## config.mk

```make
export PLATFORM = sky130hd
export DESIGN_NAME = lgs_scan_flat
export DESIGN_NICKNAME = d
export VERILOG_FILES = /design/src/hdl/lgs_pkg.sv /design/src/hdl/lgs_in_if.sv /design/src/hdl/lgs_scan.sv /design/src/flat_wrapper.sv
export VERILOG_INCLUDE_DIRS = /design/src /design/src/hdl
export SDC_FILE = /design/constraint.sdc
export NUM_CORES = 1
export LEC_CHECK = 0
export ABC_AREA = 1
export ABC_CLOCK_PERIOD_IN_PS = 14900
export BUFFER_PORTS_ARGS = -buffer_cell sky130_fd_sc_hd__clkbuf_2
export CORE_MARGIN = 2
export CORE_UTILIZATION = 40
export CTS_BUF_LIST = sky130_fd_sc_hd__clkbuf_16
export DETAILED_ROUTE_END_ITERATION = 10
export PLACE_DENSITY = 0.69
export REMOVE_ABC_BUFFERS = 1
export SYNTH_ARGS = -nofsm -noshare
export SYNTH_HDL_FRONTEND = slang
export SYNTH_SLANG_ARGS = --single-unit
```

## constraint.sdc

```tcl
create_clock -name clk -period 14.9 [get_ports clk]
set_input_delay 1.49 -clock clk [delete_from_list [all_inputs] [get_ports clk]]
set_output_delay 1.49 -clock clk [all_outputs]
set_load 0.05 [all_outputs]
```

## src/hdl/assert_macros.svh

```systemverilog
// ----------------------------------------------------------------------------
// assert_macros.svh
// Assertion macros for the life generation stencil. They expand to nothing
// when SYNTHESIS is defined.
// ----------------------------------------------------------------------------
`ifndef ASSERT_MACROS_SVH
`define ASSERT_MACROS_SVH

`ifndef SYNTHESIS
// clocked property, off while reset is high
`define LGS_ASSERT(lbl, clk, rst, prop, msg) \
  lbl: assert property (@(posedge clk) disable iff (rst) prop) else $error(msg);
// clocked property, checked in reset too
`define LGS_ASSERT_NR(lbl, clk, prop, msg) \
  lbl: assert property (@(posedge clk) prop) else $error(msg);
`else
`define LGS_ASSERT(lbl, clk, rst, prop, msg)
`define LGS_ASSERT_NR(lbl, clk, prop, msg)
`endif

`endif

```

## src/hdl/lgs_pkg.sv

```systemverilog
// ----------------------------------------------------------------------------
// lgs_pkg
// Shared constants and types of the life generation stencil.
// ----------------------------------------------------------------------------
`timescale 1ns / 1ps

package lgs_pkg;

  localparam int CFG_W      = 11;
  localparam int CFG_IDX_W  = 1;
  localparam int AGE_PORT_W = 8;
  localparam int POS_PORT_W = 10;

  localparam int DEF_MAX_WIDTH  = 1024;
  localparam int DEF_MAX_HEIGHT = 1024;
  localparam int DEF_AGE_BITS   = 8;

  localparam logic [CFG_IDX_W-1:0] REG_FRAME_WIDTH  = 1'b0;
  localparam logic [CFG_IDX_W-1:0] REG_FRAME_HEIGHT = 1'b1;

  localparam logic [CFG_W-1:0] RESET_FRAME_WIDTH  = 11'd64;
  localparam logic [CFG_W-1:0] RESET_FRAME_HEIGHT = 11'd64;

  // per-item control bits from the scan stage to the window stage
  typedef struct packed {
    logic col0;    // first column of an input row
    logic emit;    // item produces a result
    logic last;    // result is the final cell of the frame
    logic top_ok;  // row two above is inside the frame
    logic mid_ok;  // row above is inside the frame
    logic bot;     // incoming cell is alive and inside the frame
  } lgs_flags_t;

endpackage

```

## src/hdl/lgs_in_if.sv

```systemverilog
// ----------------------------------------------------------------------------
// lgs_in_if
// Request channel carrying previous-generation cells.
// ----------------------------------------------------------------------------
`timescale 1ns / 1ps

interface lgs_in_if import lgs_pkg::*; ();
  logic                  valid;
  logic                  ready;
  logic [AGE_PORT_W-1:0] cell_age;
  logic                  drain;

  modport source (output valid, output cell_age, output drain, input ready);
  modport sink   (input valid, input cell_age, input drain, output ready);
endinterface

```

## src/hdl/lgs_scan.sv

```systemverilog
// ----------------------------------------------------------------------------
// lgs_scan
// Size registers, raster counters and the first pipeline stage: issues the
// line store read and precomputes masks and the output position.
// ----------------------------------------------------------------------------
`timescale 1ns / 1ps
`include "assert_macros.svh"

module lgs_scan import lgs_pkg::*; #(
  parameter  int MAX_WIDTH  = DEF_MAX_WIDTH,
  parameter  int MAX_HEIGHT = DEF_MAX_HEIGHT,
  parameter  int AGE_BITS   = DEF_AGE_BITS,
  localparam int CW         = $clog2(MAX_WIDTH),
  localparam int RW         = $clog2(MAX_HEIGHT + 2)
) (
  input  logic                 clk,
  input  logic                 rst,
  input  logic                 cfg_write,
  input  logic [CFG_IDX_W-1:0] cfg_index,
  input  logic [CFG_W-1:0]     cfg_data,
  lgs_in_if.sink               cell_in,
  input  logic                 b_fire,
  output logic                 rd_en,
  output logic [CW-1:0]        rd_addr,
  output logic                 a_valid,
  output lgs_flags_t           a_flags,
  output logic [CW-1:0]        a_col,
  output logic [AGE_BITS-1:0]  a_v,
  output logic [RW-1:0]        a_er,
  output logic [CW-1:0]        a_ec
);

  localparam int WW = $clog2(MAX_WIDTH + 1);
  localparam int HW = $clog2(MAX_HEIGHT + 1);

  logic [CFG_W-1:0]    width_q;
  logic [CFG_W-1:0]    height_q;
  logic [WW-1:0]       w;
  logic [HW-1:0]       h;
  logic [RW-1:0]       row_q;
  logic [RW-1:0]       row_c;
  logic [RW-1:0]       row_next;
  logic [CW-1:0]       col_q;
  logic [CW-1:0]       col_c;
  logic [CW-1:0]       col_next;
  logic                restart;
  logic                in_fire;
  logic [AGE_BITS-1:0] v;
  lgs_flags_t          flags;
  logic [RW-1:0]       er;
  logic [CW-1:0]       ec;

  always_comb begin
    if (width_q == '0) begin
      w = WW'(1);
    end else if (int'(width_q) > MAX_WIDTH) begin
      w = WW'(MAX_WIDTH);
    end else begin
      w = WW'(width_q);
    end
    if (height_q == '0) begin
      h = HW'(1);
    end else if (int'(height_q) > MAX_HEIGHT) begin
      h = HW'(MAX_HEIGHT);
    end else begin
      h = HW'(height_q);
    end
  end

  // a size change can leave the counters off the frame: start over
  assign restart = (int'(col_q) >= int'(w)) || (int'(row_q) > int'(h) + 1) ||
                   ((int'(row_q) == int'(h) + 1) && (col_q != '0));
  assign row_c   = restart ? '0 : row_q;
  assign col_c   = restart ? '0 : col_q;

  assign cell_in.ready = !a_valid || b_fire;
  assign in_fire       = cell_in.valid && cell_in.ready;
  assign rd_en         = in_fire;
  assign rd_addr       = col_c;

  assign v = cell_in.drain ? '0 : AGE_BITS'(cell_in.cell_age);

  always_comb begin
    flags.col0   = (col_c == '0);
    flags.top_ok = (int'(row_c) >= 2);
    flags.mid_ok = (int'(row_c) >= 1) && (int'(row_c) <= int'(h));
    flags.bot    = (int'(row_c) < int'(h)) && (v != '0);
    if (flags.col0) begin
      // closes the previous row at its right edge
      flags.emit = (int'(row_c) >= 2);
      er         = RW'(int'(row_c) - 2);
      ec         = CW'(int'(w) - 1);
    end else begin
      flags.emit = (int'(row_c) >= 1);
      er         = RW'(int'(row_c) - 1);
      ec         = col_c - CW'(1);
    end
    flags.last = flags.emit && (int'(er) == int'(h) - 1) && (int'(ec) == int'(w) - 1);

    if (int'(row_c) == int'(h) + 1) begin
      row_next = '0;
      col_next = '0;
    end else if (int'(col_c) + 1 >= int'(w)) begin
      row_next = row_c + RW'(1);
      col_next = '0;
    end else begin
      row_next = row_c;
      col_next = col_c + CW'(1);
    end
  end

  always_ff @(posedge clk) begin
    if (rst) begin
      width_q  <= RESET_FRAME_WIDTH;
      height_q <= RESET_FRAME_HEIGHT;
      row_q    <= '0;
      col_q    <= '0;
      a_valid  <= 1'b0;
    end else begin
      if (cfg_write) begin
        case (cfg_index)
          REG_FRAME_WIDTH:  width_q  <= cfg_data;
          REG_FRAME_HEIGHT: height_q <= cfg_data;
          default: ;
        endcase
      end
      if (in_fire) begin
        row_q   <= row_next;
        col_q   <= col_next;
        a_valid <= 1'b1;
      end else if (b_fire) begin
        a_valid <= 1'b0;
      end
    end
  end

  always_ff @(posedge clk) begin
    if (in_fire) begin
      a_flags <= flags;
      a_col   <= col_c;
      a_v     <= v;
      a_er    <= er;
      a_ec    <= ec;
    end
  end

  `LGS_ASSERT(a_scan_load, clk, rst, in_fire |=> a_valid, "accepted request not staged")
  `LGS_ASSERT(a_scan_hold, clk, rst, a_valid && !b_fire |=> a_valid && $stable(a_col) && $stable(a_v), "staged item lost while stalled")
  `LGS_ASSERT_NR(a_scan_empty_ready, clk, !a_valid |-> cell_in.ready, "empty stage not ready")

endmodule

```

## src/flat_wrapper.sv

```systemverilog
// flat-port wrapper written by rule: the top's interface ports become plain ports
module lgs_scan_flat import lgs_pkg::*;
#(
  parameter  int MAX_WIDTH  = DEF_MAX_WIDTH,
  parameter  int MAX_HEIGHT = DEF_MAX_HEIGHT,
  parameter  int AGE_BITS   = DEF_AGE_BITS,
  localparam int CW         = $clog2(MAX_WIDTH),
  localparam int RW         = $clog2(MAX_HEIGHT + 2)
)
  (clk, rst, cfg_write, cfg_index, cfg_data, b_fire, rd_en, rd_addr, a_valid, a_flags, a_col, a_v, a_er, a_ec, cell_in_valid, cell_in_cell_age, cell_in_drain, cell_in_ready);
  lgs_in_if cell_in_i ();
  input  logic clk;
  input  logic rst;
  input  logic cfg_write;
  input  logic [CFG_IDX_W-1:0] cfg_index;
  input  logic [CFG_W-1:0] cfg_data;
  input  logic b_fire;
  output logic rd_en;
  output logic [CW-1:0] rd_addr;
  output logic a_valid;
  output lgs_flags_t a_flags;
  output logic [CW-1:0] a_col;
  output logic [AGE_BITS-1:0] a_v;
  output logic [RW-1:0] a_er;
  output logic [CW-1:0] a_ec;
  input wire logic [$bits(cell_in_i.valid)-1:0] cell_in_valid;
  input wire logic [$bits(cell_in_i.cell_age)-1:0] cell_in_cell_age;
  input wire logic [$bits(cell_in_i.drain)-1:0] cell_in_drain;
  output wire logic [$bits(cell_in_i.ready)-1:0] cell_in_ready;
  assign cell_in_i.valid = cell_in_valid;
  assign cell_in_i.cell_age = cell_in_cell_age;
  assign cell_in_i.drain = cell_in_drain;
  assign cell_in_ready = cell_in_i.ready;
  lgs_scan #(.MAX_WIDTH(MAX_WIDTH), .MAX_HEIGHT(MAX_HEIGHT), .AGE_BITS(AGE_BITS)) u_core (.clk(clk), .rst(rst), .cfg_write(cfg_write), .cfg_index(cfg_index), .cfg_data(cfg_data), .cell_in(cell_in_i), .b_fire(b_fire), .rd_en(rd_en), .rd_addr(rd_addr), .a_valid(a_valid), .a_flags(a_flags), .a_col(a_col), .a_v(a_v), .a_er(a_er), .a_ec(a_ec));
endmodule
```

### After elaboration in Yosys (flattened, before gate mapping)

Index checks and enable logic that the tools add are counted.

* register bits: 89
* input port bits: 26
* output and inout port bits: 58
* word-level logic and storage cells: 72

* add/subtract/negate cells: 9
* order comparisons: 9
* equal/unequal tests: 4
* mux-type cells: 16
* bitwise operators: 1
* reduce and logical (&&, ||, !) cells: 18

Operators by type and width (number)
* $eq 12x32->1: 3
* $mux 11: 8
* $mux 10: 4
* $eq 11x32->1: 1
* $ge 32x12->1: 1
* $gt 12x32->1: 1
* $sub 11x1->12 const B: 2
* $gt 11x11->1 const B: 2
* $logic_not 11->1: 2
* $add 11x1->12 const B: 1
* $add 10x1->11 const B: 1
* $add 11x1->11 const B: 1
* $ge 10x11->1: 1
* $ge 11x1->1 const B: 1
* $ge 11x2->1 const B: 1
* $le 11x11->1: 1
* $lt 11x11->1: 1
* $sub 11x1->11 const B: 1
* $sub 11x2->11 const B: 1
* $add 10x1->10 const B: 1
* $logic_not 10->1: 1
* $reduce_bool 10->1: 1
* $sub 10x1->10 const B: 1
* $mux 8: 1
* 8 further kinds: 18

### Longest topological paths before layout

Gate-level depths: netlist of run 1.

* depth after elaboration: 13
* gate-level depth with buffers: 46

### Worst setup path before layout of run 1

OpenSTA, ideal clock, no wires.

* path type: flip-flop to flip-flop
* start point: reg u_core.height_q[3]
* end point: reg u_core.row_q[9]
* setup time: 72 ps
* arrival: 5973 ps
* path slack: 8855 ps
* cell stages (with the launch flop): 43
* buffers on the path: 0
* period minus slack after synthesis: 6045 ps
* path through: dfxtp_1 > nor2_2 > nand4_1 > nor2_2 > nand2_1 > nand2_1 > nand2_2 > inv_1 > ha_1 > nand2_1 > nor2_2 > nand3_2 > o21ai_2 > inv_1 > ha_1 > inv_2 > nor2_2 > nand3_1 > [... 7 more ...] > nand2_1 > nor2_2 > nand2_1 > xor2_1 > inv_1 > ha_1 > nand2_1 > nor2_1 > nand2_1 > o211ai_1 > nand4_1 > nand3_1 > nand2_1 > nor2_1 > nand3_1 > o21ai_1 > nand4_1 > a21oi_1

* cells in the longest elaborated chain, start to end: 12

RTL lines
* start: declaration: line lgs_scan.sv:37 `logic [CFG_W-1:0] height_q;`
* start signal: assignment: line lgs_scan.sv:123 `REG_FRAME_HEIGHT: height_q <= cfg_data;`
* $gt 11x11->1: line lgs_scan.sv:63 `end else if (int'(height_q) > MAX_HEIGHT) begin`
* $mux 11: line lgs_scan.sv:63
* $mux 11 (*): line lgs_scan.sv:61 `if (height_q == '0) begin`
* $add 11x1->12 (*): line lgs_scan.sv:71, lgs_scan.sv:72
* $gt 12x32->1 or $eq 12x32->1 (tied branches): line lgs_scan.sv:71, lgs_scan.sv:72
* $logic_or 1x1->1 or $logic_and 1x1->1 (tied branches): line lgs_scan.sv:71, lgs_scan.sv:72
* $logic_or 1x1->1 (*): line lgs_scan.sv:71 `assign restart = (int'(col_q) >= int'(w)) || (int'(row_q) > int'(h) + 1) ||`
* $mux 10 (*): line lgs_scan.sv:74 `assign col_c = restart ? '0 : col_q;`
* named net rd_addr[1]: line flat_wrapper.sv:19 `output logic [CW-1:0] rd_addr;`
* $add 10x1->11 (*): line lgs_scan.sv:103 `end else if (int'(col_c) + 1 >= int'(w)) begin`
* $ge 32x12->1 (*): line lgs_scan.sv:103
* $mux 11 (*): line lgs_scan.sv:103
* $mux 11 (*): line lgs_scan.sv:100 `if (int'(row_c) == int'(h) + 1) begin`
* end signal: assignment: line lgs_scan.sv:128 `row_q <= row_next;`
* end: declaration: line lgs_scan.sv:40 `logic [RW-1:0] row_q;`

Mark *: on every way through the listed nets, which the timed path passes. The rest lies on a longest branch.
A chain may end at the register's enable or synchronous reset.

### Worst setup path after layout of run 1

* start point: reg u_core.height_q[3]
* end point: reg u_core.col_q[3]

* cells in the longest elaborated chain, start to end: 12

RTL lines
* $gt 11x11->1: line lgs_scan.sv:63
* $mux 11: line lgs_scan.sv:63
* $mux 11 (*): line lgs_scan.sv:61
* $add 11x1->12 (*): line lgs_scan.sv:71, lgs_scan.sv:72, lgs_scan.sv:100
* $gt 12x32->1 or $eq 12x32->1 (tied branches): line lgs_scan.sv:71, lgs_scan.sv:72
* $logic_or 1x1->1 or $logic_and 1x1->1 (tied branches): line lgs_scan.sv:71, lgs_scan.sv:72
* $logic_or 1x1->1: line lgs_scan.sv:71
* $mux 10: line lgs_scan.sv:74
* $add 10x1->11: line lgs_scan.sv:103
* $ge 32x12->1: line lgs_scan.sv:103
* $mux 10: line lgs_scan.sv:103
* $mux 10 (*): line lgs_scan.sv:100
* end signal: assignment: line lgs_scan.sv:129 `col_q <= col_next;`
* end: declaration: line lgs_scan.sv:43 `logic [CW-1:0] col_q;`

Mark *: on every way between the ends. The rest lies on a longest branch, timed or not.

==> results of run 1 <==
## cell type report
class / instances / area share, %
Multi-Input combinational cell: 782 / 53.3
Clock buffer: 9 / 2.79
Tap cell: 229 / 3.55
Timing Repair Buffer: 84 / 5.24
Clock inverter: 7 / 0.651
Inverter: 144 / 6.79
Sequential cell: 89 / 27.6
## where the power goes
part / switching [mW] / leakage [nW] / internal [mW]
clock network: 0.104 / 0.142 / 0.115
registers: 0.0105 / 0.797 / 0.286
logic: 0.245 / 3.04 / 0.0915
## layer usage
metal  track usage, %  share of wire [%]  up-vias  routed length, um
met5                0                  0        -                  0
met4             6.55                2.2        0                450
met3             4.09                9.8       36               2010
met2             32.3                 42      318               8750
met1             31.5                 46     3161               9430
li1                 -                  -     3571                  -
## stage by stage
step	setup slack, ns	area (um2)
global placement	8.86	7800
finish	8.57	8080
global route	7.83	8080
floorplan	8.87	7090
CTS	8.62	8080
detailed placement	8.67	7800
## worst max path at each step
stage                       to  depth (start not counted)  slack (ns)               start
4_1_cts        u_core.col_q[7]                         37        8.62  u_core.height_q[3]
5_1_grt        u_core.row_q[7]                         44        7.83  u_core.height_q[3]
2_1_floorplan  u_core.row_q[9]                         42        8.87  u_core.height_q[3]
6_report       u_core.col_q[3]                         37        8.57  u_core.height_q[3]
3_5_place_dp   u_core.col_q[7]                         37        8.67  u_core.height_q[3]
3_3_place_gp   u_core.col_q[8]                         37        8.86  u_core.height_q[3]
## cells by family (layout without fill, tap and decap cells)
| group | count (synthesis) | in the layout | synth area share (%) |
|---|---|---|---|
| xor gates and xnor gates | 28 | 28 | 3.40 |
| adders and majority gates | 54 | 54 | 9.37 |
| buffers and inverters | 166 | 244 | 9.33 |
| DFF | 89 | 89 | 30.9 |
| AOI/OAI and AO/OA | 145 | 145 | 11.1 |
| and+or+nand+nor | 555 | 555 | 35.8 |
## synthesized netlist by cell type (all sizes together) (2+ instances only)
library cell / instances
nor4: 3
xnor2: 4
o21ai: 63
nand3: 107
o211ai: 7
a21oi: 59
o21a: 3
nor2: 122
clkbuf: 10
edfxtp: 45
buf: 12
o41ai: 4
nand2: 284
nand4: 26
nor3: 5
ha: 54
dfxtp: 44
clkinv: 2
a221oi: 2
o31ai: 4
xor2: 24
nand3b: 6
inv: 142
## registers in the layout, summed over array words and instances (netlist names)
name             flops
u_core.height_q     11
u_core.width_q      11
u_core.row_q        11
u_core.a_valid       1
u_core.a_flags       6
u_core.col_q        10
u_core.a_er         11
u_core.a_col        10
u_core.a_v           8
u_core.a_ec         10
## critical path, delay by kind of cell, from the launching register on
family | cells | cell delay, ns
AO/OA/AOI/OAI | 4 | 0.62
XOR/XNOR | 1 | 0.17
buffers and inverters | 6 | 0.70
AND/OR/NAND/NOR | 22 | 3.37
adder cells (fa/ha/maj) | 4 | 1.06
flip-flops | 1 | 0.33
==> results.sh, run 1 <==
export IMPL_outcome="complete, no violations"
export IMPL_max_stage_delay_ns=0.59
export IMPL_required_ns=15.18
export IMPL_synth_top_cell_area_share_pct=18.7
export IMPL_post_route_util_pct=45.3
export IMPL_ys_ff_latch=89
export IMPL_drc=0
export IMPL_rsz0062_at_grt="false"
export IMPL_fill_cells=1864
export IMPL_min_path_cells=2
export IMPL_fin_skew_ns=0.0111
export IMPL_p_leak_nw=3.98
export IMPL_final_common_cell="nand2_1"
export IMPL_pin_count=84
export IMPL_multi_input_area_um2=4310
export IMPL_max_slew_margin_pct=29.6
export IMPL_synth_top_area_cell="edfxtp_1"
export IMPL_syn_avg_cell_area_um2=6.96
export IMPL_antenna_cells=0
export IMPL_tightest_slew_ns=1.05
export IMPL_grt_overflow_total=0
export IMPL_cts_buffer_depth=2
export IMPL_routed_wl_mm=20.6
export IMPL_post_cts_setup_buffers=0
export IMPL_htreeDepth=3
export IMPL_synth_edff_count=45
export IMPL_placed_cells=1328
export IMPL_final_cell_mix="273 x nand2_1, 125 x inv_1, 99 x nor2_1, 99 x nand3_1, 83 x clkbuf_2"
export IMPL_fmax_mhz=158
export IMPL_crit_top_cell="nand2_1"
export IMPL_hold_buffers=0
export IMPL_clk_pin_slew_ns=0.07
export IMPL_ctsResizeCount=0
export IMPL_netlist_area_um2=7210
export IMPL_wl_per_cell_um=15.4
export IMPL_grt_max_degree=62
export IMPL_fp_dieW_um=138
export IMPL_layout_cells_non_filler=1344
export IMPL_drv_slew=0
export IMPL_fp_dieH_um=138
export IMPL_hold_path_endpoint="u_core.width_q[0]"
export IMPL_clock_sinks=89
export IMPL_track_usage_pct=21.6
export IMPL_cts_made_buffers=9
export IMPL_hold_path_class="reg -> reg"
export IMPL_netlist_cell_type_count=45
export IMPL_fin_crit_ns=6.33
export IMPL_vias=7086
export IMPL_async_reset_ff_share_pct=0
export IMPL_powerDensity_nw_per_um2=106
export IMPL_ant_nets=0
export IMPL_drt_iter0_markers=827
export IMPL_grt_pass1_wl_mm=33.2
export IMPL_rrSetupSlack_ns=8.57
export IMPL_fin_nets=1190
export IMPL_antenna_found_initial=0
export IMPL_seqCellArea_um2=2230
export IMPL_ys_flop_type="edfxtp_1"
export IMPL_cts_root_buf="clkbuf_16"
export IMPL_syn_to_final_growth_pct=12.0
export IMPL_finalSetupViolations=0
export IMPL_cts_tree="done"
export IMPL_synth_area_top_cells="edfxtp_1 19%, nand2_1 14%, dfxtp_1 12%, ha_1 9.4%, nand3_1 6.9%"
export IMPL_worstSetupStartpointType="flop"
export IMPL_finalHoldViolCount=0
export IMPL_coreArea_um2=17800
export IMPL_worst_setup_path_end_kind="flop"
export IMPL_ir_drop_mv=0.0579
export IMPL_routed_via_density=5.27
export IMPL_post_dp_hpwl_mm=16.3
export IMPL_grt_pass1_vias=6329
export IMPL_critPathSlowestCell="nor2_1"
export IMPL_power_mw=0.852
export IMPL_insertion_delay_ns=0.35
export IMPL_critical_path_class="reg -> reg"
export IMPL_fp_dieArea_um2=19100
export IMPL_drt_pass1_iterations=6
export IMPL_worstReg2RegEnd="u_core.col_q[3]"
export IMPL_gp_congestion=1.00
export IMPL_yosysWarnings=0
export IMPL_initial_core_util_pct=40.4
export IMPL_crit_fanout=27
export IMPL_tns_ns=0
export IMPL_yosysSeqAreaShare_pct=30.9
export IMPL_r2r_start="u_core.height_q[3]"
export IMPL_cap_violations=0
export IMPL_finalCritPeriodShare_pct=42.5
export IMPL_worstHoldStart="u_core.width_q[0]"
export IMPL_reg2regPathDepth=37
export IMPL_netlist_instances=1037
export IMPL_portBuffers=83
export IMPL_hold_ws_ns=0.472
export IMPL_crit_arrival_ns=6.61
export IMPL_placementRows=49
export IMPL_layout_drive_gt1_share_pct=14.6
No activity file was read; power rests on OpenSTA's default activity.
==> inputs of run 2 (changes only) <==
--- a/config.mk
+++ b/config.mk
@@ -6,14 +6,14 @@
 export SDC_FILE = /design/constraint.sdc
 export NUM_CORES = 1
 export LEC_CHECK = 0
-export ABC_AREA = 1
-export ABC_CLOCK_PERIOD_IN_PS = 14900
+export ABC_AREA = 0
+export ABC_CLOCK_PERIOD_IN_PS = 5900
 export BUFFER_PORTS_ARGS = -buffer_cell sky130_fd_sc_hd__clkbuf_2
 export CORE_MARGIN = 2
 export CORE_UTILIZATION = 40
 export CTS_BUF_LIST = sky130_fd_sc_hd__clkbuf_16
 export DETAILED_ROUTE_END_ITERATION = 10
-export PLACE_DENSITY = 0.69
+export PLACE_DENSITY = 0.7
 export REMOVE_ABC_BUFFERS = 1
 export SYNTH_ARGS = -nofsm -noshare
 export SYNTH_HDL_FRONTEND = slang
==> constraint.sdc (replaced) <==
create_clock -name clk -period 5.9 [get_ports clk]
set_input_delay 0.59 -clock clk [delete_from_list [all_inputs] [get_ports clk]]
set_output_delay 0.59 -clock clk [all_outputs]
set_load 0.05 [all_outputs]
==> run 2 against run 1 <==
The run now ends with setup timing left. Combinational power grew 77%. Die area shrank 5.9%. Clock skew grew 0.0031 ns. Sequential power grew 140%. Maximum frequency grew 3.8%. Hold slack lost 0.012 ns. Critical path depth shrank 4. Worst setup slack lost 8.8 ns.
==> results.sh, run 2 <==
export IMPL_outcome="finished, violations left"
export IMPL_violations="setup timing"
export IMPL_final_setup_worst_slack_ns=-0.200
export IMPL_cts_root_buf="clkbuf_16"
export IMPL_wl_per_cell_um=17.7
export IMPL_worst_setup_path_end_kind="flop"
export IMPL_yosysWarnings=0
export IMPL_worstSetupStartpointType="flop"
export IMPL_finalSetupViolations=3
export IMPL_synth_edff_count=45
export IMPL_netlist_instances=809
export IMPL_min_path_cells=3
export IMPL_layout_drive_gt1_share_pct=28.4
export IMPL_grt_pass1_wl_mm=31.7
export IMPL_reg2regPathDepth=33
export IMPL_seqCellArea_um2=2230
export IMPL_critPathSlowestCell="or4_4"
export IMPL_netlist_cell_type_count=81
export IMPL_clk_pin_slew_ns=0.07
export IMPL_ys_ff_latch=89
export IMPL_cap_violations=0
export IMPL_max_stage_delay_ns=0.57
export IMPL_fp_dieArea_um2=18000
export IMPL_powerDensity_nw_per_um2=219
export IMPL_fin_nets=1042
export IMPL_hold_buffers=0
export IMPL_hold_path_class="in -> reg"
export IMPL_synth_top_area_cell="edfxtp_1"
export IMPL_track_usage_pct=22.5
export IMPL_synth_top_cell_area_share_pct=20.0
export IMPL_crit_arrival_ns=6.41
export IMPL_cts_made_buffers=9
export IMPL_final_cell_mix="103 x nand2_1, 98 x buf_4, 82 x clkbuf_2, 55 x a21oi_1, 50 x ha_1"
export IMPL_p_leak_nw=3.82
export IMPL_rrSetupSlack_ns=-0.20
export IMPL_grt_overflow_total=0
export IMPL_async_reset_ff_share_pct=0
export IMPL_critical_path_class="reg -> reg"
export IMPL_fill_cells=1548
export IMPL_antenna_found_initial=0
export IMPL_gp_congestion=0.986
export IMPL_finalCritPeriodShare_pct=103
export IMPL_synth_area_top_cells="edfxtp_1 20%, dfxtp_1 13%, ha_1 10%, nand2_1 6.0%, a21oi_1 4.4%"
export IMPL_syn_to_final_growth_pct=28.6
export IMPL_multi_input_area_um2=4510
export IMPL_portBuffers=83
export IMPL_fin_crit_ns=6.10
export IMPL_ys_flop_type="edfxtp_1"
export IMPL_htreeDepth=3
export IMPL_final_common_cell="nand2_1"
export IMPL_crit_fanout=5
export IMPL_design_area_um2=8710
export IMPL_r2r_start="u_core.height_q[4]"
export IMPL_max_slew_margin_pct=11.0
export IMPL_coreArea_um2=16600
export IMPL_antenna_cells=0
export IMPL_drv_slew=0
export IMPL_ir_drop_mv=0.172
export IMPL_synth_most_common_cell="nand2_1"
export IMPL_required_ns=6.21
export IMPL_grt_max_degree=37
export IMPL_hold_path_endpoint="u_core.a_valid"
export IMPL_grt_pass1_vias=5946
export IMPL_tns_ns=-0.381
export IMPL_worstReg2RegEnd="u_core.row_q[10]"
export IMPL_clock_sinks=89
export IMPL_synth_common_cells="109 x nand2_1, 59 x a21oi_1, 54 x ha_1"
export IMPL_crit_top_cell="nand2_1"
export IMPL_worstHoldStart="cell_in_valid"
export IMPL_post_dp_hpwl_mm=15.6
export IMPL_drt_pass1_iterations=6
export IMPL_finalHoldViolCount=0
export IMPL_insertion_delay_ns=0.36
export IMPL_syn_avg_cell_area_um2=8.37
export IMPL_power_mw=1.90
export IMPL_routed_wl_mm=21.0
export IMPL_placementRows=47
export IMPL_fin_skew_ns=0.0142
export IMPL_netlist_area_um2=6770
export IMPL_tightest_slew_ns=1.33
export IMPL_post_route_util_pct=52.5
export IMPL_placed_area_um2=7940
export IMPL_cts_buffer_depth=2
export IMPL_drc=0
export IMPL_initial_core_util_pct=40.8
export IMPL_yosysSeqAreaShare_pct=33.0
export IMPL_vias=6823
export IMPL_fp_dieH_um=134
export IMPL_cts_tree="done"
export IMPL_ant_nets=0
export IMPL_pin_count=84
export IMPL_rsz0062_at_grt="true"
export IMPL_drt_iter0_markers=842
export IMPL_routed_via_density=5.75
export IMPL_fp_dieW_um=134
export IMPL_fmax_mhz=164
[run 2: cell count changes after synthesis, moves of 23 or more]
cell,change
xnor2_1,+28
inv_1,-90
nand3_1,-70
nand2_1,-164
nor3_1,+23
nor2_1,-51
clkbuf_1,+25
[run 2: worst max-delay path by stage]
stage,endpoint,slack [ns],start,cells past startpoint
2_1_floorplan,u_core.row_q[10],-1.71,u_core.height_q[3],30
3_3_place_gp,u_core.row_q[10],-0.17,u_core.height_q[2],32
3_5_place_dp,u_core.row_q[9],-0.31,u_core.height_q[2],32
4_1_cts,u_core.row_q[9],0.08,u_core.height_q[8],31
5_1_grt,u_core.row_q[10],-0.52,u_core.height_q[4],33
6_report,u_core.row_q[10],-0.20,u_core.height_q[4],33
[run 2: cells by family after synthesis]
| family | share of synthesized area [%] |
|---|---|
| flops | 33.0 |
| mux | 1.07 |
| buf+inv | 5.01 |
| compound gates | 18.4 |
| fa+ha+maj | 9.98 |
| simple gates | 25.6 |
| xor+xnor | 6.98 |
[run 2: power by group]
part           switching [mW]  leakage, nW  total [mW]  internal [mW]
logic                   0.381         2.91       0.596          0.215
registers              0.0191        0.768       0.708          0.689
clock network           0.270        0.144       0.600          0.329
[run 2: layer usage]
layer | routed length [um] | part of all wire (%) | track usage, % | vias to the layer above
met2 | 9370 | 45 | 34.3 | 393
met4 | 337 | 1.6 | 7.19 | 0
met5 | 0 | 0 | 0 | -
li1 | - | - | - | 3250
met3 | 2230 | 11 | 4.76 | 31
met1 | 9060 | 43 | 32.0 | 3149
[run 2: worst max-delay path, delay by kind of cell (launching register included)]
kind | cells | cell delay (ns)
AOI/OAI and AO/OA | 3 | 0.33
buffers and inverters | 3 | 0.37
DFF | 1 | 0.33
and+or+nand+nor | 21 | 3.74
adders and majority gates | 4 | 0.83
xor gates and xnor gates | 2 | 0.44
[run 2: timing repair]
action / in CTS / in global routing
resized for setup: 9 / 78
buffers inserted: 1 / 15
setup endpoints to repair: 18 / 21
pin swaps: 7 / 39
[run 2: metrics by stage]
stage	worst slack, ns	hold slack [ns]	cells
after CTS	0.0776	0.456	1172
after detailed placement	-0.311	0.496	1155
final	-0.200	0.460	1187
after global routing	-0.525	0.474	1187
after floorplan	-1.71	0.451	764
after global placement	-0.173	0.488	1155
[run 2: area by class of cell]
type / instances / area share [%]
repair buffers: 187 / 14.3
flip-flops and latches: 89 / 25.7
clock inverters: 7 / 0.819
well taps: 220 / 3.16
inverters: 38 / 1.67
multi-input cells: 637 / 51.8
clock buffers: 9 / 2.59
