File: config.mk
export PLATFORM = sky130hd
export DESIGN_NAME = lgs_window_flat
export DESIGN_NICKNAME = d
export VERILOG_FILES = /design/src/hdl/lgs_pkg.sv /design/src/hdl/lgs_out_if.sv /design/src/hdl/lgs_window.sv /design/src/flat_wrapper.sv
export VERILOG_INCLUDE_DIRS = /design/src /design/src/hdl
export SDC_FILE = /design/constraint.sdc
export NUM_CORES = 1
export LEC_CHECK = 0
export ABC_AREA = 0
export BUFFER_PORTS_ARGS = -buffer_cell sky130_fd_sc_hd__buf_2
export CORE_MARGIN = 8
export CORE_UTILIZATION = 43
export DETAILED_ROUTE_END_ITERATION = 12
export PLACE_DENSITY = 0.75
export SYNTH_ARGS = -nofsm -noshare
export SYNTH_HDL_FRONTEND = slang
export SYNTH_SLANG_ARGS = --single-unit
File: constraint.sdc
create_clock -name clk -period 3.2 [get_ports clk]
set_input_delay 0 -clock clk [delete_from_list [all_inputs] [get_ports clk]]
set_output_delay 0 -clock clk [all_outputs]
set_load 0.05 [all_outputs]
File: src/hdl/assert_macros.svh
// ----------------------------------------------------------------------------
// assert_macros.svh
// Assertion macros for the life generation stencil. They expand to nothing
// when SYNTHESIS is defined.
// ----------------------------------------------------------------------------
`ifndef ASSERT_MACROS_SVH
`define ASSERT_MACROS_SVH

`ifndef SYNTHESIS
// clocked property, off while reset is high
`define LGS_ASSERT(lbl, clk, rst, prop, msg) \
  lbl: assert property (@(posedge clk) disable iff (rst) prop) else $error(msg);
// clocked property, checked in reset too
`define LGS_ASSERT_NR(lbl, clk, prop, msg) \
  lbl: assert property (@(posedge clk) prop) else $error(msg);
`else
`define LGS_ASSERT(lbl, clk, rst, prop, msg)
`define LGS_ASSERT_NR(lbl, clk, prop, msg)
`endif

`endif

File: src/hdl/lgs_pkg.sv
// ----------------------------------------------------------------------------
// lgs_pkg
// Shared constants and types of the life generation stencil.
// ----------------------------------------------------------------------------
`timescale 1ns / 1ps

package lgs_pkg;

  localparam int CFG_W      = 11;
  localparam int CFG_IDX_W  = 1;
  localparam int AGE_PORT_W = 8;
  localparam int POS_PORT_W = 10;

  localparam int DEF_MAX_WIDTH  = 1024;
  localparam int DEF_MAX_HEIGHT = 1024;
  localparam int DEF_AGE_BITS   = 8;

  localparam logic [CFG_IDX_W-1:0] REG_FRAME_WIDTH  = 1'b0;
  localparam logic [CFG_IDX_W-1:0] REG_FRAME_HEIGHT = 1'b1;

  localparam logic [CFG_W-1:0] RESET_FRAME_WIDTH  = 11'd64;
  localparam logic [CFG_W-1:0] RESET_FRAME_HEIGHT = 11'd64;

  // per-item control bits from the scan stage to the window stage
  typedef struct packed {
    logic col0;    // first column of an input row
    logic emit;    // item produces a result
    logic last;    // result is the final cell of the frame
    logic top_ok;  // row two above is inside the frame
    logic mid_ok;  // row above is inside the frame
    logic bot;     // incoming cell is alive and inside the frame
  } lgs_flags_t;

endpackage

File: src/hdl/lgs_out_if.sv
// ----------------------------------------------------------------------------
// lgs_out_if
// Request channel carrying next-generation cells with their position.
// ----------------------------------------------------------------------------
`timescale 1ns / 1ps

interface lgs_out_if import lgs_pkg::*; ();
  logic                  valid;
  logic                  ready;
  logic [AGE_PORT_W-1:0] next_age;
  logic [POS_PORT_W-1:0] cell_row;
  logic [POS_PORT_W-1:0] cell_column;
  logic                  last_of_frame;

  modport source (output valid, output next_age, output cell_row, output cell_column,
                  output last_of_frame, input ready);
  modport sink   (input valid, input next_age, input cell_row, input cell_column,
                  input last_of_frame, output ready);
endinterface

File: src/hdl/lgs_window.sv
// ----------------------------------------------------------------------------
// lgs_window
// Second pipeline stage: 3x3 window update, B3/S23 rule with ages, line
// store write-back data and the output register.
// ----------------------------------------------------------------------------
`timescale 1ns / 1ps
`include "assert_macros.svh"

module lgs_window import lgs_pkg::*; #(
  parameter  int MAX_WIDTH  = DEF_MAX_WIDTH,
  parameter  int MAX_HEIGHT = DEF_MAX_HEIGHT,
  parameter  int AGE_BITS   = DEF_AGE_BITS,
  localparam int CW         = $clog2(MAX_WIDTH),
  localparam int RW         = $clog2(MAX_HEIGHT + 2)
) (
  input  logic                clk,
  input  logic                rst,
  input  logic                a_valid,
  input  lgs_flags_t          a_flags,
  input  logic [AGE_BITS-1:0] a_v,
  input  logic [RW-1:0]       a_er,
  input  logic [CW-1:0]       a_ec,
  input  logic [AGE_BITS:0]   rd_data,
  output logic                b_fire,
  output logic [AGE_BITS:0]   wr_data,
  lgs_out_if.source           cell_out
);

  localparam logic [3:0] SURVIVE_LOW = 4'd2;
  localparam logic [3:0] BIRTH_COUNT = 4'd3;

  logic [AGE_BITS-1:0] wc1;
  logic [AGE_BITS-1:0] wc2;
  logic [5:0]          outer_q;
  logic [AGE_BITS-1:0] wc1_next;
  logic [AGE_BITS-1:0] wc2_next;
  logic [5:0]          outer_next;

  logic [AGE_BITS-1:0] center_rd;
  logic                upper_rd;
  logic                top;
  logic [AGE_BITS-1:0] midage;
  logic [AGE_BITS-1:0] mid0;
  logic [AGE_BITS-1:0] mid1;
  logic [AGE_BITS-1:0] mid2;
  logic [5:0]          outer;
  logic [3:0]          n;
  logic [AGE_BITS-1:0] age_next;

  assign b_fire = a_valid && (!cell_out.valid || cell_out.ready);

  assign center_rd = rd_data[AGE_BITS-1:0];
  assign upper_rd  = rd_data[AGE_BITS];
  assign top       = a_flags.top_ok && upper_rd;
  assign midage    = a_flags.mid_ok ? center_rd : '0;
  // the row above moves up, the incoming cell becomes the row above
  assign wr_data   = {center_rd != '0, a_v};

  always_comb begin
    mid0 = wc1;
    mid1 = wc2;
    mid2 = a_flags.col0 ? '0 : midage;
    // bits 0..2 top row, 3..5 bottom row; a first column sees a dead right edge
    outer = {a_flags.bot && !a_flags.col0, outer_q[5:4],
             top && !a_flags.col0, outer_q[2:1]};
    n = 4'(outer[0]) + 4'(outer[1]) + 4'(outer[2]) + 4'(outer[3]) + 4'(outer[4]) +
        4'(outer[5]) + 4'(mid0 != '0) + 4'(mid2 != '0);

    if (mid1 != '0) begin
      if (n == SURVIVE_LOW || n == BIRTH_COUNT) begin
        age_next = (&mid1) ? mid1 : mid1 + AGE_BITS'(1);
      end else begin
        age_next = '0;
      end
    end else begin
      age_next = (n == BIRTH_COUNT) ? AGE_BITS'(1) : '0;
    end

    if (a_flags.col0) begin
      wc1_next   = '0;
      wc2_next   = midage;
      outer_next = {a_flags.bot, 2'b00, top, 2'b00};
    end else begin
      wc1_next   = mid1;
      wc2_next   = mid2;
      outer_next = outer;
    end
  end

  always_ff @(posedge clk) begin
    if (rst) begin
      wc1            <= '0;
      wc2            <= '0;
      outer_q        <= '0;
      cell_out.valid <= 1'b0;
    end else if (b_fire) begin
      wc1            <= wc1_next;
      wc2            <= wc2_next;
      outer_q        <= outer_next;
      cell_out.valid <= a_flags.emit;
    end else if (cell_out.ready) begin
      cell_out.valid <= 1'b0;
    end
  end

  always_ff @(posedge clk) begin
    if (b_fire) begin
      cell_out.next_age      <= AGE_PORT_W'(age_next);
      cell_out.cell_row      <= POS_PORT_W'(a_er);
      cell_out.cell_column   <= POS_PORT_W'(a_ec);
      cell_out.last_of_frame <= a_flags.last;
    end
  end

  `LGS_ASSERT(a_win_emit, clk, rst, b_fire && a_flags.emit |=> cell_out.valid, "result not presented")
  `LGS_ASSERT(a_win_silent, clk, rst, b_fire && !a_flags.emit |=> !cell_out.valid, "result invented")
  `LGS_ASSERT(a_win_row_start, clk, rst, b_fire && a_flags.col0 |=> wc1 == '0, "left edge not dead")

endmodule

File: src/flat_wrapper.sv
// flat-port wrapper written by rule: the top's interface ports become plain ports
module lgs_window_flat import lgs_pkg::*;
#(
  parameter  int MAX_WIDTH  = DEF_MAX_WIDTH,
  parameter  int MAX_HEIGHT = DEF_MAX_HEIGHT,
  parameter  int AGE_BITS   = DEF_AGE_BITS,
  localparam int CW         = $clog2(MAX_WIDTH),
  localparam int RW         = $clog2(MAX_HEIGHT + 2)
)
  (clk, rst, a_valid, a_flags, a_v, a_er, a_ec, rd_data, b_fire, wr_data, cell_out_valid, cell_out_next_age, cell_out_cell_row, cell_out_cell_column, cell_out_last_of_frame, cell_out_ready);
  lgs_out_if cell_out_i ();
  input  logic clk;
  input  logic rst;
  input  logic a_valid;
  input  lgs_flags_t a_flags;
  input  logic [AGE_BITS-1:0] a_v;
  input  logic [RW-1:0] a_er;
  input  logic [CW-1:0] a_ec;
  input  logic [AGE_BITS:0] rd_data;
  output logic b_fire;
  output logic [AGE_BITS:0] wr_data;
  output wire logic [$bits(cell_out_i.valid)-1:0] cell_out_valid;
  output wire logic [$bits(cell_out_i.next_age)-1:0] cell_out_next_age;
  output wire logic [$bits(cell_out_i.cell_row)-1:0] cell_out_cell_row;
  output wire logic [$bits(cell_out_i.cell_column)-1:0] cell_out_cell_column;
  output wire logic [$bits(cell_out_i.last_of_frame)-1:0] cell_out_last_of_frame;
  input wire logic [$bits(cell_out_i.ready)-1:0] cell_out_ready;
  assign cell_out_valid = cell_out_i.valid;
  assign cell_out_next_age = cell_out_i.next_age;
  assign cell_out_cell_row = cell_out_i.cell_row;
  assign cell_out_cell_column = cell_out_i.cell_column;
  assign cell_out_last_of_frame = cell_out_i.last_of_frame;
  assign cell_out_i.ready = cell_out_ready;
  lgs_window #(.MAX_WIDTH(MAX_WIDTH), .MAX_HEIGHT(MAX_HEIGHT), .AGE_BITS(AGE_BITS)) u_core (.clk(clk), .rst(rst), .a_valid(a_valid), .a_flags(a_flags), .a_v(a_v), .a_er(a_er), .a_ec(a_ec), .rd_data(rd_data), .b_fire(b_fire), .wr_data(wr_data), .cell_out(cell_out_i));
endmodule
---- Word level (Yosys, flattened, before mapping) ----
Cells that the tools add are included.
storage, ports and cells
  register bits after elaboration ......... 52
  bits of input ports ..................... 48
  output and inout bits ................... 40
operators by class
  add/subtract/negate cells ............... 8
  equality and inequality tests ........... 2
  muxes and demuxes ....................... 11
  reductions and logical operators ........ 14
operator list
  operator                                       number
  two-way mux 8 bit                              7
  nonzero test 8 bit                             4
  adder 4 x 1 -> 4 bit                           6
  adder 8 x 1 -> 8 bit, second input constant    1
  == test 4 x 2 -> 1 bit, second input constant  2
  AND reduction 8 bit                            1
  two-way mux 6 bit                              1
  logical AND 1 bit                              4
  two-way mux 1 bit                              3
  adder 1 x 1 -> 2 bit                           1
  logical NOT 1 bit                              2
  logical OR 1 bit                               2
  nonzero test 2 bit                             1

---- Longest topological paths before layout ----
Gate-level depths: netlist (run 1).
  depth after elaboration ................. 12
  mapped depth ............................ 14
  gate-level depth less buffers ........... 13

---- Least setup slack after synthesis (run 1) ----
No wires, ideal clock.
  path type ............................... in2reg
  from .................................... input rd_data[6]
  to ...................................... register u_core.cell_out.next_age[6], data pin
  library setup time ...................... 150 ps
  data arrival time ....................... 3323 ps
  data required time ...................... 3050 ps
  path slack .............................. -273 ps
  cell stages on the path ................. 12
  cells stage by stage .................... nor4_1 -> nand2_1 -> nand3b_1 -> fa_1 -> inv_1 -> fa_1 -> fa_1 -> inv_1 -> fa_1 -> or3_1 -> buf_6 -> nor3_2
between the ends
  longest elaborated chain between the ends .. 8
  elaborated cells on any way between the ends .. 9
RTL lines
  element                   line                source
  start, declared           flat_wrapper.sv:19  input logic [AGE_BITS:0] rd_data;
  two-way mux 8 bit (*)     lgs_window.sv:55    assign midage = a_flags.mid_ok ? center_rd : '0;
  two-way mux 8 bit (*)     lgs_window.sv:62    mid2 = a_flags.col0 ? '0 : midage;
  nonzero test 8 bit (*)    lgs_window.sv:67    4'(outer[5]) + 4'(mid0 != '0) + 4'(mid2 != '0);
  adder 4 x 1 -> 4 bit (*)  lgs_window.sv:67
  == test 4 x 2 -> 1 bit    lgs_window.sv:70    if (n == SURVIVE_LOW || n == BIRTH_COUNT) begin
  logical OR 1 bit (*)      lgs_window.sv:70
  two-way mux 8 bit (*)     lgs_window.sv:70
  two-way mux 8 bit (*)     lgs_window.sv:69    if (mid1 != '0) begin
  end signal, assigned      lgs_window.sv:108   cell_out.next_age <= AGE_PORT_W'(age_next);
  end, declared             lgs_out_if.sv:15    modport source (output valid, output next_age, output cell_row, output cell_column,
Mark *: on every way between the ends. The rest lies on a longest branch, timed or not.
A chain may end at the register's enable or synchronous reset.

---- Worst setup path in the final report (run 1) ----
  from .................................... register u_core.outer_q[1]
  to ...................................... register u_core.cell_out.next_age[6], data pin
between the ends
  longest elaborated chain between the ends .. 11
  elaborated cells on any way between the ends .. 12
RTL lines
  element                                line              source
  start, declared                        lgs_window.sv:34  logic [5:0] outer_q;
  start signal, assigned                 lgs_window.sv:99  outer_q <= outer_next;
  adder 1 x 1 -> 2 bit (*)               lgs_window.sv:66  n = 4'(outer[0]) + 4'(outer[1]) + 4'(outer[2]) + 4'(outer[3]) + 4'(outer[4]) +
  adder 4 x 1 -> 4 bit (*) (4 in a row)  lgs_window.sv:66
  adder 4 x 1 -> 4 bit (*) (2 in a row)  lgs_window.sv:67
  == test 4 x 2 -> 1 bit                 lgs_window.sv:70
  logical OR 1 bit (*)                   lgs_window.sv:70
  two-way mux 8 bit (*)                  lgs_window.sv:70
  two-way mux 8 bit (*)                  lgs_window.sv:69
Marked as above.

==> qor.csv, run 1 <==
stage,metric,value,unit
logic_synthesis,synth.yosys.seq_area_share,57.53,%
sta,whs,0.00001929,ns
worst_setup_path,r2r_end,u_core.cell_out.next_age[6],
die,fp-row-count,26,
die,dieHeight,88.25,µm
sta,finalHoldViolCount,0,
route,ant_nets,0,
logic_synthesis,synth_top_area_share,38.80,%
power,ir_worst_vdd,0.0001855,V
power,leakagePower,1.226,nW
final_layout,drive_above_1_share,36.93,%
logic_synthesis,synth-main-ff-cell,edfxtp_1,
sta,skew,0.007450,ns
worst_setup_path,crit_chain,ha_4 -> inv_2 -> fa_1 -> inv_2 -> fa_1 -> fa_2 -> inv_2 -> fa_2 -> or3_4 -> nor3_2,
route,routedWlPerCell,14.33,µm
placement,gp_congestion,0.7805,
logic_synthesis,yosysUniqueCellTypes,35,
worst_setup_path,critPathMaxStageDelay,0.48,ns
clocking,insertion_delay,0.30,ns
clocking,clockBufferDepth,2,
worst_setup_path,path_class,flop to flop,
worst_setup_path,critPathCaptureType,flop,
worst_setup_path,r2r_slack,-0.14,ns
logic_synthesis,synth.most_common_cell,nand2_1,
sta,slew_headroom,74.00,%
worst_hold_path,hp-class,input pin to output pin,
worst_setup_path,cp_slowest_cell,fa_1,
sta,period_needed,3.340,ns
route,num_vias,1839,
global_routing,grt_max_degree,34,
logic_synthesis,synth_area,2245,µm²
die,io_pins,88,
clocking,cts-htree-levels,2,
final_layout,utilization,61.46,%
logic_synthesis,avgSynthCellArea,11.11,µm²
job,cap_viol_max_count,0,
route,firstDrtPassIters,4,
logic_synthesis,synth_top_area_cell,edfxtp_1,
worst_setup_path,cp.required,3.36,ns
clocking,clk_pin_slew_worst_paths,0.09,ns
power,p_per_area,441.4,nW/µm²
logic_synthesis,syn_nets,259,
run_status,status,"complete, but fails checks",
die,initial_utilization,44.23,%
clocking,cts_tree,done,
logic_synthesis,async_reset_ff_share,0,%
power,combPwrFrac,19.3,%
power,power,0.001377,W
route,drc,0,
die,dieArea,7788,µm²
sta,rsz0062_at_grt,true,
sta,setup_viol,7,
power,clock_power_share,27.8,%
die,die_w,88.25,µm
worst_setup_path,ff2ff_path_depth,10,
sta,fmax,0.2994,GHz
final_layout,layout.nets,362,
clocking,clock_sinks,50,
sta,worstMarginPinSlew,0.3899,ns
power,internal_power,0.0009859,W
global_routing,track_usage,14.38,%
worst_setup_path,crit_top_cell,inv_2,
worst_hold_path,min_path_cells,0,
power,seqPwrFrac,53.0,%
die,core_area,5075,µm²
final_layout,fillers,427,
power,p_sw,0.0003910,W
route,vias_per_cell,4.891,
global_routing,grt_overflow,0,
logic_synthesis,ys_ff_latch,50,
placement,dp_hpwl,3.559,mm
worst_setup_path,cp.arrival,3.50,ns
logic_synthesis,synth_edf_count,29,
logic_synthesis,ys_top_cells_by_count,"nand2_1 (31), edfxtp_1 (29), a21oi_1 (22)",
sta,timing.final.crit_share,104.4,%
placement,place.port_buffers,70,
worst_setup_path,r2r-start,u_core.outer_q[1],
final_layout,syn2layout_area_growth,38.96,%
route,wl,5.389,mm
worst_setup_path,crit_fanout,7,
run_status,failed_checks,setup timing,
global_routing,grt_pass1_wl,8.783,mm
logic_synthesis,synth.area.top_cells,"edfxtp_1 (39%), dfxtp_1 (19%), nand2_1 (5.2%)",
final_layout,num_antenna_cells,0,
worst_hold_path,hold_start,a_v[7],
sta,setup_slack,-0.1404,ns
sta,maxSlewViolCount,0,
logic_synthesis,syn_inst,202,
worst_setup_path,timing.critical_path.from_type,flop,
clocking,clock-root-buffer,clkbuf_8,
global_routing,antenna_found_initial,0,
global_routing,grt_pass1_vias,1844,
worst_hold_path,hold_end,wr_data[7],
clocking,numCtsBuffers,5,
route,drt_iter0_markers,111,
power,swShare,28.40,%
logic_synthesis,yosysWarnings,0,
[layout make-up]
cell class	count	area [µm²]	area share [%]
sequential	50	1294	41.48
timing repair buffer	115	768.2	24.63
multi-input combinational	123	837.1	26.84
clock inverter	2	12.51	0.4011
clock buffer	6	82.58	2.647
tap	70	87.58	2.808
inverter	10	37.54	1.203
[flip-flops by register name (all words and copies together), names as in the netlist]
name	count
u_core.cell_out.next_age	8
u_core.outer_q	4
u_core.cell_out.cell_row	10
u_core.mid0	8
u_core.cell_out.cell_column	10
u_core.cell_out.last_of_frame	1
u_core.cell_out.valid	1
u_core.mid1	8
[layout by cell type, fill, tap and decap left out, drive strengths merged, types with 3 or more instances in the layout]
| cell type | synthesis | layout |
|---|---|---|
| a21oi | 23 | 23 |
| dfxtp | 21 | 21 |
| nand2 | 31 | 31 |
| clkbuf | 7 | 6 |
| edfxtp | 29 | 29 |
| dlygate4sd3 | 0 | 32 |
| nor3 | 3 | 3 |
| nor2 | 8 | 8 |
| buf | 12 | 83 |
| fa | 4 | 4 |
| nor4 | 5 | 5 |
| nand3 | 11 | 11 |
| o21ai | 3 | 3 |
| ha | 5 | 5 |
| or3 | 4 | 4 |
| inv | 9 | 9 |
| nand3b | 12 | 12 |
[metrics by stage]
step	worst slack, ns	cells	cell area, µm²	TNS, ns
after floorplan	-0.1038	202	2271	-0.3212
after global placement	-0.2062	335	2678	-1.075
after detailed placement	-0.2694	335	2678	-1.463
after CTS	-0.1329	376	3105	-0.5138
after global routing	-0.2579	376	3119	-1.395
final	-0.1404	376	3119	-0.5357
[worst max-delay path: cells and delay by family, from the launching register on]
kind	cells	cell delay [ns]
and+or+nand+nor	2	0.64
adders and majority gates	5	2.07
DFF	1	0.34
buffers and inverters	3	0.14
[power by group through the flow]
stage                     clock network, W  registers [W]  logic, W
after floorplan                          0       0.000820  0.000111
after global placement                   0       0.000742  0.000227
after detailed placement                 0       0.000743  0.000231
after CTS                         0.000383       0.000728  0.000265
after global routing              0.000413       0.000733  0.000288
final                             0.000382       0.000729  0.000265
[per-layer routing]
| layer | share of wire [%] | vias up | track usage (%) |
|---|---|---|---|
| met1 | 44 | 854 | 17.88 |
| met4 | 0.74 | 0 | 3.840 |
| met5 | 0 | - | 0 |
| met2 | 45 | 76 | 23.49 |
| met3 | 9.8 | 5 | 4.457 |
| li1 | - | 904 | - |
[how the worst max path moves through the flow]
stage / startpoint / to / slack, ns / depth (start not counted)
floorplan: u_core.outer_q[2] / u_core.cell_out.next_age[5] / -0.10 / 13
global placement: u_core.outer_q[2] / u_core.cell_out.next_age[5] / -0.21 / 12
detailed placement: u_core.outer_q[2] / u_core.cell_out.next_age[5] / -0.27 / 12
CTS: u_core.outer_q[2] / u_core.cell_out.next_age[5] / -0.13 / 10
global route: u_core.outer_q[1] / u_core.cell_out.next_age[6] / -0.26 / 12
finish: u_core.outer_q[1] / u_core.cell_out.next_age[6] / -0.14 / 10
[cells by family after synthesis]
kind of cell,count (synthesis),synth area share [%]
xor gates and xnor gates,2,0.7805
muxes,2,0.8919
buffers and inverters,29,7.078
adders and majority gates,9,6.355
DFF,50,57.53
AOI/OAI and AO/OA,29,7.023
and+or+nand+nor,81,20.35
[timing repair]
item / 4_1_cts / 5_1_grt
hold buffers: 32 / 0
setup endpoints to repair: 7 / 7
hold endpoints to repair: 29 / 0
setup buffers: 1 / 0
gates resized for setup: 1 / 4
pin swaps: 4 / 2
No activity file was read; power rests on OpenSTA's default activity.
==> run 2, diff against run 1 <==
Settings changed: BUFFER_PORTS_ARGS -buffer_cell sky130_fd_sc_hd__buf_2 to unset, CORE_UTILIZATION 43 to 50, DONT_BUFFER_PORTS set to 1, PLACE_DENSITY 0.75 to 0.68.
Clock period 3.2 ns to 2.7 ns, I/O delays scaled along.
==> qor.csv, run 2 (same netlist as run 1, synthesis figures left out) <==
stage,metric,value,unit
clocking,cts-htree-levels,2,
final_layout,final_common_cell,dlygate4sd3_1,
route,vias_per_cell,5.566,
job,cap_viol_max_count,0,
final_layout,reg_top3,"u_core.cell_out.cell_column (10), u_core.cell_out.cell_row (10)",
power,seqPwrFrac,61.9,%
worst_setup_path,r2r-start,u_core.outer_q[1],
clocking,clk_pin_slew_worst_paths,0.09,ns
clocking,clock-root-buffer,clkbuf_8,
global_routing,grt_overflow,0,
worst_setup_path,critPathCaptureType,flop,
die,dieHeight,83,µm
worst_setup_path,ff2ff_path_depth,12,
route,drt_iter0_markers,123,
route,ant_nets,0,
worst_hold_path,hp-class,input pin to output pin,
die,core_area,4354,µm²
power,power,0.001559,W
global_routing,antenna_found_initial,0,
worst_setup_path,timing.critical_path.from_type,flop,
worst_setup_path,crit_fanout,7,
power,p_sw,0.0004437,W
sta,period_needed,3.282,ns
sta,fmax,0.3047,GHz
worst_hold_path,hold_start,a_v[4],
final_layout,num_antenna_cells,0,
sta,setup_viol,8,
clocking,clock_sinks,50,
route,routedWlPerCell,17.68,µm
die,die_w,83,µm
final_layout,drive_above_1_share,15.97,%
power,leakagePower,0.9598,nW
run_status,status,"complete, but fails checks",
route,num_vias,1614,
worst_setup_path,path_class,flop to flop,
route,drc,0,
clocking,numCtsBuffers,5,
worst_setup_path,endpoint,u_core.cell_out.next_age[5],
power,p_per_area,561.9,nW/µm²
power,swShare,28.45,%
worst_setup_path,critical_path.startpoint,u_core.outer_q[1],
die,io_pins,88,
sta,slew_headroom,39.93,%
power,internal_power,0.001116,W
die,initial_utilization,51.55,%
placement,placed_area,2267,µm²
placement,gp_congestion,0.7791,
route,firstDrtPassIters,4,
sta,maxSlewViolCount,0,
placement,dp_hpwl,3.480,mm
global_routing,track_usage,14.85,%
final_layout,syn2layout_area_growth,23.63,%
worst_setup_path,r2r_end,u_core.cell_out.next_age[5],
sta,whs,0.00004096,ns
placement,place.port_buffers,0,
clocking,cts_tree,done,
route,wl,5.126,mm
global_routing,grt_max_degree,49,
worst_setup_path,crit_chain,ha_4 -> inv_2 -> fa_1 -> inv_1 -> fa_1 -> fa_2 -> inv_2 -> fa_2 -> a211oi_2 -> mux2i_1 -> or3_4 -> nor3b_2,
sta,worstMarginPinSlew,0.9010,ns
final_layout,final_cell_mix,"dlygate4sd3_1 (39), nand2_1 (30), edfxtp_1 (29)",
run_status,failed_checks,setup timing,
worst_setup_path,cp_slowest_cell,fa_1,
clocking,clockBufferDepth,2,
power,ir_worst_vdd,0.0002980,V
worst_setup_path,cp.arrival,3.44,ns
power,clock_power_share,27.4,%
sta,setup_slack,-0.5821,ns
worst_setup_path,critPathMaxStageDelay,0.51,ns
worst_setup_path,r2r_slack,-0.58,ns
clocking,insertion_delay,0.30,ns
power,combPwrFrac,10.7,%
global_routing,grt_pass1_wl,8.369,mm
sta,skew,0.004557,ns
sta,rsz0062_at_grt,true,
die,fp-row-count,24,
final_layout,layout.nets,294,
worst_setup_path,cp.required,2.86,ns
final_layout,design_area,2775,µm²
die,dieArea,6889,µm²
sta,timing.final.crit_share,121.6,%
global_routing,grt_pass1_vias,1732,
sta,finalHoldViolCount,0,
[run 2: cell count changes in the layout (fill, tap and decap cells not counted), sizes merged]
cell	change
buf	-75
dlygate4sd3	+7
clkinvlp	-2
inv	+2
[run 2: per-layer routing]
metal	track usage, %	up-vias	part of all wire [%]
met5	0	-	0
met4	7.508	0	2.2
met3	6.055	18	8.0
met2	26.10	54	55
met1	14.65	773	35
li1	-	769	-
[run 2: how the worst min path moves through the flow]
stage / slack (ns) / endpoint / cells after the start
2_1_floorplan: 0.07 / u_core.mid0[0] / 1
3_3_place_gp: 0.0006 / wr_data[4] / 0
3_5_place_dp: 0.0006 / wr_data[4] / 0
4_1_cts: 0.0006 / wr_data[4] / 0
5_1_grt: 0.00009 / wr_data[2] / 0
6_report: 0.00004 / wr_data[4] / 0
[run 2: critical path: cells and delay by family, from the launching register on]
| kind | cells | cell delay (ns) |
|---|---|---|
| compound gates | 1 | 0.15 |
| buf+inv | 3 | 0.12 |
| simple gates | 2 | 0.62 |
| flops | 1 | 0.34 |
| mux | 1 | 0.12 |
| fa+ha+maj | 5 | 1.80 |
[run 2: layout make-up]
type | instances | area (µm²)
flip-flops and latches | 50 | 1294
clock inverters | 2 | 13.76
multi-input cells | 123 | 842.1
well taps | 52 | 65.06
repair buffers | 47 | 450.4
inverters | 10 | 37.54
fillers | 336 | 1579
clock buffers | 6 | 72.57
[run 2: per-stage QoR]
stage / util, % / setup TNS [ns] / setup slack (ns) / std cells
2_1_floorplan: - / -3.939 / -0.6038 / 202
3_3_place_gp: 52.07 / -4.837 / -0.6983 / 242
3_5_place_dp: 52.07 / -5.478 / -0.7825 / 242
4_1_cts: 63.45 / -4.367 / -0.6361 / 289
5_1_grt: 63.74 / -4.890 / -0.6941 / 290
6_report: 63.74 / -4.029 / -0.5821 / 290
[run 2: power by group through the flow]
stage	logic (W)	registers (W)	clock network, W
after floorplan	0.000131	0.000972	0
after global placement	0.000101	0.000982	0
after detailed placement	0.000109	0.000984	0
after CTS	0.000164	0.000966	0.000438
after global routing	0.000184	0.000971	0.000464
final	0.000167	0.000966	0.000427
[run 2: what timing repair did]
action,CTS,global route
endpoints found under the hold margin,42,0
hold buffers,39,0
setup endpoints to repair,8,8
setup buffers,0,1
pin swaps,8,5
resized for setup,4,1
==> run 3, diff against run 2 <==
Settings changed: PLACE_DENSITY 0.68 to unset.
Clock period 2.7 ns to 3.5 ns, I/O delays scaled along.
==> qor.csv, run 3 (same netlist as run 1, synthesis figures left out) <==
stage,metric,value,unit
worst_setup_path,r2r_slack,0.09,ns
clocking,clock_sinks,50,
die,dieHeight,83,µm
final_layout,multiInputGateArea,822.0,µm²
route,wl,4.738,mm
final_layout,final_cell_mix,"dlygate4sd3_1 (38), nand2_1 (31), edfxtp_1 (29)",
sta,rsz0062_at_grt,true,
sta,setup_viol,0,
die,initial_utilization,51.55,%
route,firstDrtPassIters,4,
worst_setup_path,crit_fanout,7,
clocking,cts-htree-levels,2,
die,io_pins,88,
worst_setup_path,path_class,flop to flop,
global_routing,grt_pass1_wl,8.114,mm
power,leakagePower,0.9375,nW
worst_hold_path,min_path_cells,0,
sta,maxSlewViolCount,0,
worst_setup_path,cp.required,3.65,ns
global_routing,antenna_found_initial,0,
power,power,0.001261,W
sta,period_needed,3.409,ns
job,cap_viol_max_count,0,
final_layout,seqCellArea,1294,µm²
global_routing,grt_pass1_vias,1653,
clocking,clk_pin_slew_worst_paths,0.09,ns
die,core_area,4354,µm²
run_status,status,"complete, no violations",
sta,skew,0.008520,ns
die,fp-row-count,24,
global_routing,grt_max_degree,49,
sta,timing.final.crit_share,97.39,%
worst_setup_path,r2r-start,u_core.outer_q[2],
global_routing,track_usage,14.03,%
worst_setup_path,timing.critical_path.from_type,flop,
worst_setup_path,r2r_end,u_core.cell_out.next_age[5],
sta,finalHoldViolCount,0,
power,p_per_area,461.6,nW/µm²
global_routing,grt_overflow,0,
power,ir_worst_vdd,0.0002600,V
final_layout,fillers,325,
placement,place.port_buffers,0,
final_layout,syn2layout_area_growth,21.74,%
sta,slew_headroom,41.51,%
final_layout,num_antenna_cells,0,
final_layout,final_common_cell,dlygate4sd3_1,
route,ant_nets,0,
final_layout,utilization,62.76,%
sta,worstMarginPinSlew,0.8760,ns
final_layout,design_area,2733,µm²
clocking,insertion_delay,0.30,ns
worst_hold_path,hold_start,a_v[4],
route,drc,0,
worst_setup_path,cp.arrival,3.56,ns
worst_hold_path,hp-class,input pin to output pin,
placement,gp_congestion,0.7775,
sta,fmax,0.2934,GHz
worst_setup_path,critPathCaptureType,flop,
die,dieArea,6889,µm²
clocking,clock-root-buffer,clkbuf_8,
die,die_w,83,µm
clocking,cts_tree,done,
clocking,clockBufferDepth,2,
route,num_vias,1560,
route,drt_iter0_markers,74,
route,routedWlPerCell,16.68,µm
clocking,numCtsBuffers,5,
placement,placed_area,2211,µm²
final_layout,layout.nets,288,
worst_setup_path,ff2ff_path_depth,12,
worst_hold_path,hold_end,wr_data[4],
final_layout,reg_top3,"u_core.cell_out.cell_column (10), u_core.cell_out.cell_row (10)",
placement,dp_hpwl,3.216,mm
final_layout,drive_above_1_share,12.93,%
route,vias_per_cell,5.493,
[run 3: changes by cell type in the layout (fill, tap and decap cells not counted)]
cell | before | now
buf_4 | 8 | 3
nor4_1 | 2 | 4
nor4_2 | 2 | 0
a211oi_1 | 0 | 1
a211oi_2 | 2 | 1
bufinv_16 | 0 | 1
clkbuf_1 | 1 | 0
clkinv_1 | 0 | 1
clkinv_2 | 1 | 0
dlygate4sd3_1 | 39 | 38
inv_1 | 7 | 6
inv_2 | 3 | 4
nand2_1 | 30 | 31
nand2_2 | 1 | 0
[run 3: repair_timing]
item,4_1_cts,5_1_grt
buffers inserted,0,0
endpoints found under the setup margin,7,7
hold buffers,38,0
pin swaps,1,9
hold endpoints to repair,42,0
gates resized for setup,4,6
[run 3: cell type report]
| class | instances | share of cell area, % |
|---|---|---|
| Clock buffer | 5 | 2.518 |
| Timing Repair Buffer | 41 | 14.74 |
| Tap cell | 52 | 2.381 |
| Sequential cell | 50 | 47.34 |
| Multi-Input combinational cell | 123 | 30.08 |
| Clock inverter | 3 | 1.557 |
| Inverter | 10 | 1.374 |
[run 3: report_power, final]
| group | leakage [nW] | internal (W) | switching (W) |
|---|---|---|---|
| clock network | 0.0562 | 0.000213 | 0.000186 |
| logic | 0.424 | 0.0000586 | 0.0000598 |
| registers | 0.457 | 0.000654 | 0.0000903 |
[run 3: stage by stage]
stage	std cells	hold slack [ns]	setup TNS [ns]	setup slack, ns
detailed placement	238	0.0006764	-0.5177	-0.1295
global placement	238	0.0006764	0	0.02375
finish	284	0.00007634	0	0.09141
CTS	284	0.0006764	0	0.01346
floorplan	202	0.06907	0	0.02706
global route	284	0.00009482	-0.04797	-0.04797
[run 3: worst max-delay path: stages, from the launching register on]
cell      delay, ns
dfxtp_2        0.35
ha_4           0.26
inv_2          0.03
fa_1           0.48
inv_2          0.04
fa_1           0.56
fa_2           0.23
inv_2          0.05
fa_2           0.36
a211oi_2       0.17
mux2i_1        0.12
or3_4          0.44
nor3b_2        0.18
[run 3: how the worst max path moves through the flow]
stage | startpoint | endpoint | slack [ns] | cells past startpoint
after CTS | u_core.outer_q[2] | u_core.cell_out.next_age[6] | 0.01 | 12
after detailed placement | u_core.outer_q[2] | u_core.cell_out.next_age[6] | -0.13 | 12
final | u_core.outer_q[2] | u_core.cell_out.next_age[5] | 0.09 | 12
after global routing | u_core.outer_q[1] | u_core.cell_out.next_age[5] | -0.05 | 12
after floorplan | rd_data[6] | u_core.cell_out.next_age[6] | 0.03 | 12
after global placement | u_core.outer_q[1] | u_core.cell_out.next_age[6] | 0.02 | 12
[run 3: per-layer routing]
layer | vias up | routed length (µm) | global-route usage [%]
met3 | 13 | 428 | 6.055
li1 | 753 | - | -
met1 | 730 | 1835 | 15.12
met4 | 0 | 67 | 4.633
met5 | - | 0 | 0
met2 | 64 | 2406 | 23.97
